File: config.mk
export PLATFORM = sky130hd
export DESIGN_NAME = swept_windowed_rms_meter
export DESIGN_NICKNAME = d
export VERILOG_FILES = /design/src/rtl/swm_pkg.sv /design/src/rtl/swept_windowed_rms_meter.sv /design/src/rtl/swm_front.sv /design/src/rtl/swm_queue.sv /design/src/rtl/swm_back.sv
export SDC_FILE = /design/constraint.sdc
export NUM_CORES = 2
export LEC_CHECK = 0
export BUFFER_PORTS_ARGS = -buffer_cell sky130_fd_sc_hd__buf_2
export CELL_PAD_IN_SITES_DETAIL_PLACEMENT = 1
export CELL_PAD_IN_SITES_GLOBAL_PLACEMENT = 2
export CORE_ASPECT_RATIO = 1.75
export CORE_UTILIZATION = 40
export CTS_CLUSTER_SIZE = 8
export DETAILED_ROUTE_END_ITERATION = 7
export GPL_TIMING_DRIVEN = 1
export PLACE_DENSITY = 0.85
export SLEW_MARGIN = 10
export SYNTH_ARGS = -nofsm -noshare
export SYNTH_HDL_FRONTEND = slang
export SYNTH_SLANG_ARGS = --single-unit
File: constraint.sdc
create_clock -name clock -period 7.51 [get_ports clock]
set_clock_uncertainty 0.15 [all_clocks]
set_input_delay 0.751 -clock clock [delete_from_list [all_inputs] [get_ports clock]]
set_output_delay 0.751 -clock clock [all_outputs]
set_load 0.02 [all_outputs]
File: src/rtl/swm_pkg.sv
`default_nettype none

package swm_pkg;

   // Fixed datapath widths
   localparam int ACC_BITS    = 48;
   localparam int FREQ_BITS   = 32;
   localparam int WLEN_BITS   = 16;
   localparam int RMS_BITS    = 16;
   localparam int ROOT_BITS   = ACC_BITS / 2;
   localparam int SREM_BITS   = ROOT_BITS + 2;
   localparam int STEP_BITS   = $clog2(ACC_BITS);

   // Job queue between front and back
   localparam int QUEUE_DEPTH = 4;
   localparam int QPTR_BITS   = $clog2(QUEUE_DEPTH);
   localparam int QCNT_BITS   = $clog2(QUEUE_DEPTH + 1);

   // Register port
   localparam int CSR_AW = 2;
   localparam int CSR_DW = 32;

   typedef enum logic [CSR_AW-1:0] {
      CSR_WINDOW_LENGTH   = 2'd0,
      CSR_START_FREQUENCY = 2'd1,
      CSR_STOP_FREQUENCY  = 2'd2,
      CSR_FREQUENCY_STEP  = 2'd3
   } csr_index_type;

   // One finished measure window waiting for divide and root
   typedef struct packed {
      logic [FREQ_BITS-1:0] freq;
      logic [ACC_BITS-1:0]  power_sum;
   } job_type;

   // Static configuration seen by front and back
   typedef struct packed {
      logic [WLEN_BITS-1:0] window_length;
      logic [FREQ_BITS-1:0] stop_frequency;
      logic [FREQ_BITS-1:0] frequency_step;
   } cfg_type;

   // Reload of the sweep frequency on a start_frequency write
   typedef struct packed {
      logic                 load;
      logic [FREQ_BITS-1:0] value;
   } freq_load_type;

endpackage

`default_nettype wire

File: src/rtl/swept_windowed_rms_meter.sv
// Swept windowed RMS meter.
// req_ channel: one signed I/Q sample per beat (req_sample_q = 0 for a real
// signal). Windows alternate settle / measure, each window_length samples,
// settle first. A measure window sums i*i + q*q; at its end the sum is divided
// by the window length and square-rooted.
// rsp_ channel: one beat per measure window whose sweep frequency is not past
// stop_frequency, carrying that frequency and the RMS value; the frequency
// then steps by frequency_step (saturating).
// csr_ port: write-only, index 0 window_length, 1 start_frequency (also
// reloads the sweep frequency), 2 stop_frequency, 3 frequency_step.
// Throughput: one sample per cycle while req_ready is high. Each reported
// window passes the back end through queue pop, 48 divide steps, 24 root
// steps and output load, so input runs at full rate when window_length is
// 37 or more; shorter windows fill the 4-entry job queue and req_ready drops
// until it drains. A window result passes the squaring and power registers,
// the job queue, divide, root and the output register to rsp_valid. A stalled
// receiver holds it there; the back end finishes one more job and then waits.
// Reset: settle phase, zero count and sum, sweep frequency 0, window 1024.
`default_nettype none

module swept_windowed_rms_meter #(
   parameter int SAMPLE_BITS = 16
) (
   input  wire logic                         clock,
   input  wire logic                         reset,
   input  wire logic                         req_valid,
   output logic                              req_ready,
   input  wire logic [SAMPLE_BITS-1:0]       req_sample_i,
   input  wire logic [SAMPLE_BITS-1:0]       req_sample_q,
   output logic                              rsp_valid,
   input  wire logic                         rsp_ready,
   output logic [swm_pkg::FREQ_BITS-1:0]     rsp_sweep_frequency,
   output logic [swm_pkg::RMS_BITS-1:0]      rsp_rms_value,
   input  wire logic                         csr_we,
   input  wire logic [swm_pkg::CSR_AW-1:0]   csr_index,
   input  wire logic [swm_pkg::CSR_DW-1:0]   csr_wdata
);
   import swm_pkg::*;

   logic [WLEN_BITS-1:0]  wlen_ff;
   logic [FREQ_BITS-1:0]  stop_ff;
   logic [FREQ_BITS-1:0]  fstep_ff;
   cfg_type               cfg;
   freq_load_type         freq_load;

   logic                  q_push;
   logic                  q_pop;
   job_type               push_job;
   job_type               pop_job;
   logic [QCNT_BITS-1:0]  q_count;

   // Configuration registers
   always_ff @(posedge clock) begin
      if (reset) begin
         wlen_ff  <= WLEN_BITS'(1024);
         stop_ff  <= '0;
         fstep_ff <= FREQ_BITS'(1);
      end else if (csr_we) begin
         case (csr_index_type'(csr_index))
            CSR_WINDOW_LENGTH:  wlen_ff  <= csr_wdata[WLEN_BITS-1:0];
            CSR_STOP_FREQUENCY: stop_ff  <= csr_wdata[FREQ_BITS-1:0];
            CSR_FREQUENCY_STEP: fstep_ff <= csr_wdata[FREQ_BITS-1:0];
            default: begin
            end
         endcase
      end
   end

   assign cfg.window_length  = wlen_ff;
   assign cfg.stop_frequency = stop_ff;
   assign cfg.frequency_step = fstep_ff;

   // A start_frequency write reloads the sweep
   assign freq_load.load  = csr_we && (csr_index_type'(csr_index) == CSR_START_FREQUENCY);
   assign freq_load.value = csr_wdata[FREQ_BITS-1:0];

   swm_front #(
      .SAMPLE_BITS (SAMPLE_BITS)
   ) u_front (
      .clock        (clock),
      .reset        (reset),
      .req_valid    (req_valid),
      .req_ready    (req_ready),
      .req_sample_i (req_sample_i),
      .req_sample_q (req_sample_q),
      .cfg          (cfg),
      .freq_load    (freq_load),
      .q_count      (q_count),
      .q_push       (q_push),
      .q_job        (push_job)
   );

   swm_queue u_queue (
      .clock    (clock),
      .reset    (reset),
      .push     (q_push),
      .push_job (push_job),
      .pop      (q_pop),
      .pop_job  (pop_job),
      .count    (q_count)
   );

   swm_back u_back (
      .clock               (clock),
      .reset               (reset),
      .cfg                 (cfg),
      .q_count             (q_count),
      .q_job               (pop_job),
      .q_pop               (q_pop),
      .rsp_valid           (rsp_valid),
      .rsp_ready           (rsp_ready),
      .rsp_sweep_frequency (rsp_sweep_frequency),
      .rsp_rms_value       (rsp_rms_value)
   );

endmodule

`default_nettype wire

File: src/rtl/swm_front.sv
`default_nettype none

module swm_front #(
   parameter int SAMPLE_BITS = 16
) (
   input  wire logic                          clock,
   input  wire logic                          reset,
   input  wire logic                          req_valid,
   output logic                               req_ready,
   input  wire logic [SAMPLE_BITS-1:0]        req_sample_i,
   input  wire logic [SAMPLE_BITS-1:0]        req_sample_q,
   input  wire swm_pkg::cfg_type              cfg,
   input  wire swm_pkg::freq_load_type        freq_load,
   input  wire logic [swm_pkg::QCNT_BITS-1:0] q_count,
   output logic                               q_push,
   output swm_pkg::job_type                   q_job
);
   import swm_pkg::*;

   localparam int SQ_BITS  = 2 * SAMPLE_BITS - 1;
   localparam int PWR_BITS = SQ_BITS + 1;

   logic                  accept;
   logic                  window_end;
   logic [WLEN_BITS-1:0]  count_inc;

   logic                  settling_ff, settling_in;
   logic [WLEN_BITS-1:0]  count_ff, count_in;
   logic                  s1_valid_ff, s1_valid_in;
   logic                  s1_end_ff, s1_end_in;
   logic                  s2_valid_ff, s2_valid_in;
   logic                  s2_end_ff, s2_end_in;
   logic [ACC_BITS-1:0]   acc_ff, acc_in;
   logic [FREQ_BITS-1:0]  freq_ff, freq_in;

   logic signed [SAMPLE_BITS-1:0]   si, sq;
   logic signed [2*SAMPLE_BITS-1:0] prod_i, prod_q;
   logic [SQ_BITS-1:0]    sq_i_ff, sq_q_ff;
   logic [PWR_BITS-1:0]   pwr_ff;

   logic [ACC_BITS:0]     acc_sum;
   logic [ACC_BITS-1:0]   acc_sat;
   logic [FREQ_BITS:0]    freq_sum;
   logic                  in_sweep;
   logic [QCNT_BITS:0]    occupancy;

   // Hold off input while the queue could not take every window end in flight
   assign occupancy = (QCNT_BITS + 1)'(q_count)
                    + (QCNT_BITS + 1)'(s1_valid_ff & s1_end_ff)
                    + (QCNT_BITS + 1)'(s2_valid_ff & s2_end_ff);
   assign req_ready = occupancy < (QCNT_BITS + 1)'(QUEUE_DEPTH);
   assign accept    = req_valid & req_ready;

   // Window phase: count every beat, a zero length ends each window at once
   assign count_inc  = count_ff + WLEN_BITS'(1);
   assign window_end = count_inc >= cfg.window_length;

   always_comb begin
      settling_in = settling_ff;
      count_in    = count_ff;
      s1_valid_in = 1'b0;
      s1_end_in   = 1'b0;
      if (accept) begin
         count_in = count_inc;
         if (settling_ff) begin
            if (window_end) begin
               settling_in = 1'b0;
               count_in    = '0;
            end
         end else begin
            s1_valid_in = 1'b1;
            s1_end_in   = window_end;
            if (window_end) begin
               settling_in = 1'b1;
               count_in    = '0;
            end
         end
      end
   end

   // Square both components
   assign si     = req_sample_i;
   assign sq     = req_sample_q;
   assign prod_i = si * si;
   assign prod_q = sq * sq;

   // Saturating accumulate and sweep advance
   assign acc_sum  = {1'b0, acc_ff} + (ACC_BITS + 1)'(pwr_ff);
   assign acc_sat  = acc_sum[ACC_BITS] ? '1 : acc_sum[ACC_BITS-1:0];
   assign freq_sum = {1'b0, freq_ff} + {1'b0, cfg.frequency_step};
   assign in_sweep = freq_ff <= cfg.stop_frequency;

   assign s2_valid_in = s1_valid_ff;
   assign s2_end_in   = s1_end_ff;

   always_comb begin
      acc_in  = acc_ff;
      freq_in = freq_ff;
      q_push  = 1'b0;
      if (s2_valid_ff) begin
         acc_in = acc_sat;
         if (s2_end_ff) begin
            acc_in = '0;
            if (in_sweep) begin
               q_push  = 1'b1;
               freq_in = freq_sum[FREQ_BITS] ? '1 : freq_sum[FREQ_BITS-1:0];
            end
         end
      end
      if (freq_load.load) begin
         freq_in = freq_load.value;
      end
   end

   assign q_job.freq      = freq_ff;
   assign q_job.power_sum = acc_sat;

   // Control and accumulator state
   always_ff @(posedge clock) begin
      if (reset) begin
         settling_ff <= 1'b1;
         count_ff    <= '0;
         s1_valid_ff <= 1'b0;
         s1_end_ff   <= 1'b0;
         s2_valid_ff <= 1'b0;
         s2_end_ff   <= 1'b0;
         acc_ff      <= '0;
         freq_ff     <= '0;
      end else begin
         settling_ff <= settling_in;
         count_ff    <= count_in;
         s1_valid_ff <= s1_valid_in;
         s1_end_ff   <= s1_end_in;
         s2_valid_ff <= s2_valid_in;
         s2_end_ff   <= s2_end_in;
         acc_ff      <= acc_in;
         freq_ff     <= freq_in;
      end
   end

   // Datapath stages
   always_ff @(posedge clock) begin
      sq_i_ff <= prod_i[SQ_BITS-1:0];
      sq_q_ff <= prod_q[SQ_BITS-1:0];
      pwr_ff  <= PWR_BITS'(sq_i_ff) + PWR_BITS'(sq_q_ff);
   end

   a_settle_no_sample: assert property (@(posedge clock) disable iff (reset)
      (accept && settling_ff) |=> !s1_valid_ff)
      else $error("settle beat entered the power pipeline");

   a_push_has_room: assert property (@(posedge clock) disable iff (reset)
      q_push |-> (q_count < QCNT_BITS'(QUEUE_DEPTH)))
      else $error("window result pushed into a full queue");

endmodule

`default_nettype wire

File: src/rtl/swm_queue.sv
`default_nettype none

module swm_queue (
   input  wire logic                          clock,
   input  wire logic                          reset,
   input  wire logic                          push,
   input  wire swm_pkg::job_type              push_job,
   input  wire logic                          pop,
   output swm_pkg::job_type                   pop_job,
   output logic [swm_pkg::QCNT_BITS-1:0]      count
);
   import swm_pkg::*;

   job_type                mem_ff [QUEUE_DEPTH];
   logic [QPTR_BITS-1:0]   wr_ptr_ff, rd_ptr_ff;
   logic [QCNT_BITS-1:0]   count_ff, count_in;

   assign pop_job = mem_ff[rd_ptr_ff];
   assign count   = count_ff;

   always_comb begin
      count_in = count_ff;
      if (push && !pop) begin
         count_in = count_ff + QCNT_BITS'(1);
      end else if (pop && !push) begin
         count_in = count_ff - QCNT_BITS'(1);
      end
   end

   // Advance pointers
   always_ff @(posedge clock) begin
      if (reset) begin
         wr_ptr_ff <= '0;
         rd_ptr_ff <= '0;
         count_ff  <= '0;
      end else begin
         count_ff <= count_in;
         if (push) begin
            wr_ptr_ff <= wr_ptr_ff + QPTR_BITS'(1);
         end
         if (pop) begin
            rd_ptr_ff <= rd_ptr_ff + QPTR_BITS'(1);
         end
      end
   end

   // Store entries
   always_ff @(posedge clock) begin
      if (push) begin
         mem_ff[wr_ptr_ff] <= push_job;
      end
   end

   a_no_pop_empty: assert property (@(posedge clock) disable iff (reset)
      pop |-> (count_ff != '0))
      else $error("pop from empty queue");

endmodule

`default_nettype wire

File: src/rtl/swm_back.sv
`default_nettype none

module swm_back (
   input  wire logic                          clock,
   input  wire logic                          reset,
   input  wire swm_pkg::cfg_type              cfg,
   input  wire logic [swm_pkg::QCNT_BITS-1:0] q_count,
   input  wire swm_pkg::job_type              q_job,
   output logic                               q_pop,
   output logic                               rsp_valid,
   input  wire logic                          rsp_ready,
   output logic [swm_pkg::FREQ_BITS-1:0]      rsp_sweep_frequency,
   output logic [swm_pkg::RMS_BITS-1:0]       rsp_rms_value
);
   import swm_pkg::*;

   typedef enum logic [1:0] {
      ST_IDLE,
      ST_DIV,
      ST_ROOT,
      ST_DONE
   } state_type;

   state_type              state_ff;
   logic [STEP_BITS-1:0]   step_ff;
   logic [ACC_BITS-1:0]    dq_ff;
   logic [WLEN_BITS-1:0]   rem_ff;
   logic [SREM_BITS-1:0]   srem_ff;
   logic [ROOT_BITS-1:0]   root_ff;
   logic [FREQ_BITS-1:0]   freq_ff;
   logic                   rsp_valid_ff;
   logic [FREQ_BITS-1:0]   rsp_freq_ff;
   logic [RMS_BITS-1:0]    rsp_rms_ff;

   logic [WLEN_BITS-1:0]   divisor;
   logic [WLEN_BITS:0]     div_shift;
   logic [WLEN_BITS:0]     div_diff;
   logic                   div_ge;
   logic [SREM_BITS+1:0]   root_cand;
   logic [SREM_BITS+1:0]   root_trial;
   logic [SREM_BITS+1:0]   root_diff;
   logic                   root_ge;
   logic [RMS_BITS-1:0]    rms_sat;
   logic                   out_free;

   // Restoring divide, one quotient bit per cycle
   assign divisor   = (cfg.window_length == '0) ? WLEN_BITS'(1) : cfg.window_length;
   assign div_shift = {rem_ff, dq_ff[ACC_BITS-1]};
   assign div_diff  = div_shift - {1'b0, divisor};
   assign div_ge    = div_shift >= {1'b0, divisor};

   // Digit-by-digit square root, two radicand bits per cycle
   assign root_cand  = {srem_ff, dq_ff[ACC_BITS-1:ACC_BITS-2]};
   assign root_trial = (SREM_BITS + 2)'({root_ff, 2'b01});
   assign root_diff  = root_cand - root_trial;
   assign root_ge    = root_cand >= root_trial;

   assign rms_sat  = (root_ff[ROOT_BITS-1:RMS_BITS] != '0) ? '1 : root_ff[RMS_BITS-1:0];
   assign out_free = !rsp_valid_ff || rsp_ready;
   assign q_pop    = (state_ff == ST_IDLE) && (q_count != '0);

   assign rsp_valid           = rsp_valid_ff;
   assign rsp_sweep_frequency = rsp_freq_ff;
   assign rsp_rms_value       = rsp_rms_ff;

   // Sequence one job through divide, root and the output register
   always_ff @(posedge clock) begin
      if (reset) begin
         state_ff     <= ST_IDLE;
         step_ff      <= '0;
         rsp_valid_ff <= 1'b0;
      end else begin
         if ((state_ff == ST_DONE) && out_free) begin
            rsp_valid_ff <= 1'b1;
         end else if (rsp_valid_ff && rsp_ready) begin
            rsp_valid_ff <= 1'b0;
         end
         case (state_ff)
            ST_IDLE: begin
               if (q_pop) begin
                  dq_ff    <= q_job.power_sum;
                  freq_ff  <= q_job.freq;
                  rem_ff   <= '0;
                  step_ff  <= '0;
                  state_ff <= ST_DIV;
               end
            end
            ST_DIV: begin
               rem_ff  <= div_ge ? div_diff[WLEN_BITS-1:0] : div_shift[WLEN_BITS-1:0];
               dq_ff   <= {dq_ff[ACC_BITS-2:0], div_ge};
               if (step_ff == STEP_BITS'(ACC_BITS - 1)) begin
                  step_ff  <= '0;
                  srem_ff  <= '0;
                  root_ff  <= '0;
                  state_ff <= ST_ROOT;
               end else begin
                  step_ff <= step_ff + STEP_BITS'(1);
               end
            end
            ST_ROOT: begin
               srem_ff <= root_ge ? root_diff[SREM_BITS-1:0] : root_cand[SREM_BITS-1:0];
               root_ff <= {root_ff[ROOT_BITS-2:0], root_ge};
               dq_ff   <= {dq_ff[ACC_BITS-3:0], 2'b00};
               step_ff <= step_ff + STEP_BITS'(1);
               if (step_ff == STEP_BITS'(ROOT_BITS - 1)) begin
                  state_ff <= ST_DONE;
               end
            end
            ST_DONE: begin
               if (out_free) begin
                  rsp_freq_ff  <= freq_ff;
                  rsp_rms_ff   <= rms_sat;
                  state_ff     <= ST_IDLE;
               end
            end
            default: begin
               state_ff <= ST_IDLE;
            end
         endcase
      end
   end

   a_div_steps: assert property (@(posedge clock) disable iff (reset)
      (state_ff == ST_DIV) |-> (step_ff < STEP_BITS'(ACC_BITS)))
      else $error("divide ran past its bit count");

   a_root_rem_bound: assert property (@(posedge clock) disable iff (reset)
      (state_ff == ST_ROOT) |-> (srem_ff <= SREM_BITS'({root_ff, 1'b0})))
      else $error("square root remainder out of bound");

endmodule

`default_nettype wire

# Yosys cells after proc, flatten, opt, wreduce, memory -nomap -nowiden
# Memories as Yosys holds them, arrays and structs flattened. A register that Yosys moved wholly into a read port is not among the register bits.
# Index checks and enable logic that the tools add are counted.
# totals
regBits,485
ramBits,320
out_inout_bits,50
word_cells,143
n_memories,1
# classes
add_sub_neg,13
mul,2
magnitude_cmp,5
eq_ne,12
n_mux,42
n_bitwise,5
n_reduce_logical,36
# memory_table
memory,depth,width,rd,rd_clocked_by_memory_dff,write_ports,line,text
u_queue.mem_ff,4,80,1,1,1,swm_queue.sv:14,job_type mem_ff [QUEUE_DEPTH];
# ops
operator,count
32-bit two-way mux,5
48-bit two-way mux,3
48-bit one-hot mux with 3 select lines,1
16-bit two-way mux,4
16-bit by 16-bit multiplier with 31-bit output,2
26-bit two-way mux,2
26-bit one-hot mux with 2 select lines,1
48-bit by 32-bit adder with 49-bit output,1
24-bit one-hot mux with 2 select lines,1
32-bit by 32-bit adder with 33-bit output,1
31-bit by 31-bit adder with 32-bit output,1
32-bit <= comparator,1
16-bit one-hot mux with 2 select lines,1
28-bit by 26-bit >= comparator with 1-bit output,1
26-bit subtractor,1
24-bit two-way mux,1
6-bit one-hot mux with 3 select lines,1
3-bit AND reduction,6
17-bit by 16-bit >= comparator with 1-bit output,1
16-bit by 1-bit adder with 16-bit output (second input constant),1
16-bit >= comparator,1
16-bit zero test,1
16-bit subtractor,1
2-bit nonzero test,7
other kinds (30),69

# Longest topological paths before layout
# depth
word_depth,8
depth_mapped,25
ltp_nobuf,24

# Cells and area by module
# A second synthesis with hierarchy kept.
# hier_totals
hier_cells,5011
hier_area_um2,55019.0
# by_module_without_submodules
mod,n_inst,cells_each,area_per_inst_um2,seq_area_each_um2
swm_front,1,3351,29418.2,3863.7
swm_queue,1,460,12042.8,9789.4
swm_back,1,899,10292.4,6005.8
swept_windowed_rms_meter,1,301,3265.6,1601.5

# Worst setup path after synthesis
# OpenSTA, ideal clock, no wires.
# synth_path
kind,input -> register
start,in req_sample_q[12]
end,reg u_front.sq_q_ff[29]
t_arrival_ns,6.672
required_time_ns,7.288
path_slack_ns,0.615
cell_stages,25
path_cell_list,clkbuf_1 -> clkinv_1 -> nor2_1 -> inv_1 -> fa_1 -> inv_1 -> fa_1 -> inv_1 -> fa_1 -> inv_1 -> fa_1 -> fa_1 -> inv_1 -> fa_1 -> inv_1 -> ha_1 -> a21o_1 -> a21o_1 -> a21o_1 -> a21oi_1 -> o21ai_0 -> a2111oi_0 -> o21bai_1 -> a21oi_1 -> xnor2_1
# synth_via
elab_chain_cells,1
# synth_rtl
item,line,text
from (decl),swept_windowed_rms_meter.sv:29,"input wire logic [SAMPLE_BITS-1:0] req_sample_q,"
16-bit by 16-bit multiplier with 31-bit output,swm_front.sv:85,assign prod_q = sq * sq;
named net u_front.prod_q[29],swm_front.sv:37,"logic signed [2*SAMPLE_BITS-1:0] prod_i, prod_q;"
to (signal assigned),swm_front.sv:144,sq_q_ff <= prod_q[SQ_BITS-1:0];
to (decl),swm_front.sv:38,"logic [SQ_BITS-1:0] sq_i_ff, sq_q_ff;"
# The timed path passes the listed nets, and every way through them passes these cells.
# A chain may end at the register's enable or synchronous reset.

# Final worst setup path
# layout_path
start,in req_sample_i[15]
end,reg u_front.sq_i_ff[29]
# layout_via
elab_chain_cells,1
# layout_rtl
item,line,text
from (decl),swept_windowed_rms_meter.sv:28,"input wire logic [SAMPLE_BITS-1:0] req_sample_i,"
16-bit by 16-bit multiplier with 31-bit output,swm_front.sv:84,assign prod_i = si * si;
named net u_front.prod_i[29],swm_front.sv:37,
to (signal assigned),swm_front.sv:143,sq_i_ff <= prod_i[SQ_BITS-1:0];
to (decl),swm_front.sv:38,
# The timed path passes the listed nets, and every way through them passes these cells.

==> metrics.yaml <==
worst_path_dominant_cell_family: "adder cells"
ant_nets: 0
maxCapViolCount: 0
pin_count: 121
run_status: "finished clean"
p_leak_nw: 25.98
design_area_um2: 60860
overflow: 0
postSynthCellCount: 5127
cts_tree: "done"
vias_per_cell: 5.275
period_share_pct: 88.43
fmax_mhz: 150.6
cts_hold_buf: 0
crit_start: "req_sample_i[15]"
cpMostUsedCell: "fa_1"
port-buffer-count: 120
layout-drive-gt1-share_pct: 8.797
grt_max_degree: 69
hold_violations: 0
hpwl_um: 112400
path_class: "input pin to register"
cellPowerDensity_nw_per_um2: 492.1
synth-seq-cells: 805
yosys_warnings: 0
syn-num-nets: 6032
placed_area_um2: 57520
wire_per_inst_um: 20.43
synth_flop_cell: "edfxtp_1"
drc_errors: 0
setup_viol: 0
hold_path_startpoint: "csr_wdata[25]"
r2r_end: "u_front.freq_ff[7]"
grt_use_total_pct: 21.57
synth_top_area_share_pct: 28.18
clk-insertion-delay-late_ps: 760
ys_top_cells_by_count: "inv_1 (848), edfxtp_1 (514), fa_1 (466), nand2_1 (465), nor2_1 (370)"
area_delta_synth_final_pct: 11.11
crit_buf_inv: 6
final.setup.tns_ps: 0
synth_edf_count: 514
max_stage_delay_ps: 630
avgSynthCellArea_um2: 10.68
cp_max_fo: 12
min_to: "fstep_ff[25]"
worstPathCellList: "buf_2 > inv_1 > nor2_1 > fa_1 > inv_1 > fa_1 > inv_1 > fa_1 > fa_1 > fa_1 > inv_1 > fa_1 > inv_1 > ha_1 > or3_1 > nor3_1 > o311ai_0 > and3_1 > o21a_1 > o21a_1 > o311ai_0"
yosysSeqAreaShare_pct: 38.82
rows: 179
finalNetCount: 6158
die_y_um: 491.5
netlist-cell-type-count: 91
r2r-start: "u_front.freq_ff[29]"
cts_max_level: 3
peakVddDrop_uv: 492.9
die_w_um: 281.7
r2r_slack_ps: 2400
crit_required_ps: 7950
finalCriticalPeriod_ps: 6641
cts_sinks: 805
post_cts_buffers: 0
drv_slew: 0
cts_buffer_depth: 3
yosysMostFrequentCell: "inv_1"
worstHoldPathType: "input pin to register"
clk_pin_slew_worst_paths_ps: 50
synth_top_area_cell: "edfxtp_1"
place_congestion: 0.8700
start_kind: "input pin"
tightest_slew_ps: 1182
fill_cells: 15000
end_kind: "register"
min_path_cells: 3
ctsResizeCount: 0
rr_worst_depth: 11
grt_antenna_before_repair: 5
cts_buffers: 111
slew_headroom_pct: 21.19
dieArea_um2: 138500
drt_wl_total_um: 146200
core_area_um2: 135900
drtIter0Drc: 1246
critPathSlowestCell: "fa_1"
start_util_pct: 40.29
worstPathArrival_ps: 7080
grt_pass1_vias: 43200
cts_root_buf: "clkbuf_16"
vias: 37760
synthArstFlopShare_pct: 0
rsz0062_at_grt: "no"
first_pass_iters: 5
grt_pass1_wl_um: 231900
syn-cell-area_um2: 54770
synthTopCellsByArea: "edfxtp_1 (28%), fa_1 (17%), dfxtp_1 (11%), ha_1 (8.4%), inv_1 (5.8%)"
[kinds of logic after synthesis]
kind of cell / synth area share (%)
AO/OA/AOI/OAI: 9.864
XOR/XNOR: 3.726
adder cells (fa/ha/maj): 25.44
buffers and inverters: 7.219
flip-flops: 38.82
multiplexers: 4.158
AND/OR/NAND/NOR: 10.78
[report_power, final]
group | switching [W] | internal (W) | total (W)
registers | 0.000419 | 0.00586 | 0.00628
clock network | 0.00197 | 0.00279 | 0.00476
logic | 0.0111 | 0.00785 | 0.0189
[worst max-delay path by stage]
stage                           to  slack (ps)  depth (start not counted)
6_report       u_front.sq_i_ff[29]         870                         21
4_1_cts        u_front.sq_i_ff[29]         890                         21
5_1_grt        u_front.sq_i_ff[29]         450                         21
2_1_floorplan  u_front.sq_q_ff[29]         620                         25
3_5_place_dp   u_front.sq_i_ff[29]         100                         21
3_3_place_gp   u_front.sq_q_ff[30]         360                         23
[worst register-to-register path, stage by stage (launching register included)]
cell	delay, ps
dfxtp_1	520
ha_1	320
a21o_1	170
a21o_1	170
a211oi_1	550
o221ai_1	370
a221o_1	360
nand2_1	760
nor2_1	120
buf_4	250
nor2_2	840
a2111oi_0	320
[placed cells by master, fill, tap and decap left out, types with 77 or more instances in the layout]
master     count
a21o_1       100
a21oi_1      256
and2_1        79
buf_2        119
clkbuf_1      82
clkbuf_16    111
dfxtp_1      289
edfxtp_1     514
fa_1         466
ha_1         366
inv_1        848
mux4_2        80
nand2_1      465
nand3_1       77
nor2_1       364
nor3_1        91
o21ai_0       91
xnor2_1      166
[per-stage QoR]
stage | hold slack, ps | util, % | power [W] | setup WS, ps | cells
final | 118.7 | 44.76 | 0.02995 | 869.0 | 7158
after global routing | 94.89 | 44.76 | 0.03276 | 449.6 | 7155
after CTS | 48.49 | 44.76 | 0.03052 | 894.7 | 7153
after detailed placement | 257.2 | 42.31 | 0.02561 | 103.2 | 6950
after global placement | 251.1 | 42.31 | 0.02502 | 362.3 | 6950
after floorplan | 250.3 | - | 0.02020 | 615.5 | 5127
[flip-flops by register name (all words and copies together) (netlist names), 30 cells and up, named ones only]
name / cells
u_queue.mem_ff: 320
u_back.rsp_sweep_frequency: 32
u_back.freq_ff: 32
u_front.sq_q_ff: 30
u_back.dq_ff: 48
fstep_ff: 32
u_front.pwr_ff: 32
u_front.freq_ff: 32
stop_ff: 32
u_front.acc_ff: 48
u_front.sq_i_ff: 30
[final cells by class]
type | count | area (µm²) | area share [%]
Antenna cell | 5 | 12.51 | 0.02056
Clock inverter | 9 | 220.2 | 0.3619
Tap cell | 1810 | 2265 | 3.721
Sequential cell | 805 | 21270 | 34.95
Inverter | 851 | 3194 | 5.249
Timing Repair Buffer | 192 | 1144 | 1.879
Clock buffer | 194 | 3099 | 5.093
Multi-Input combinational cell | 3292 | 29650 | 48.73
[layer usage]
metal	track usage [%]	up-vias	wire length (µm)
met5	0	-	25
met4	11.01	4	7357
met3	2.278	301	3453
met2	43.72	617	84770
met1	20.74	19310	50610
li1	-	17530	-
Power figures use the tool's default switching activity.
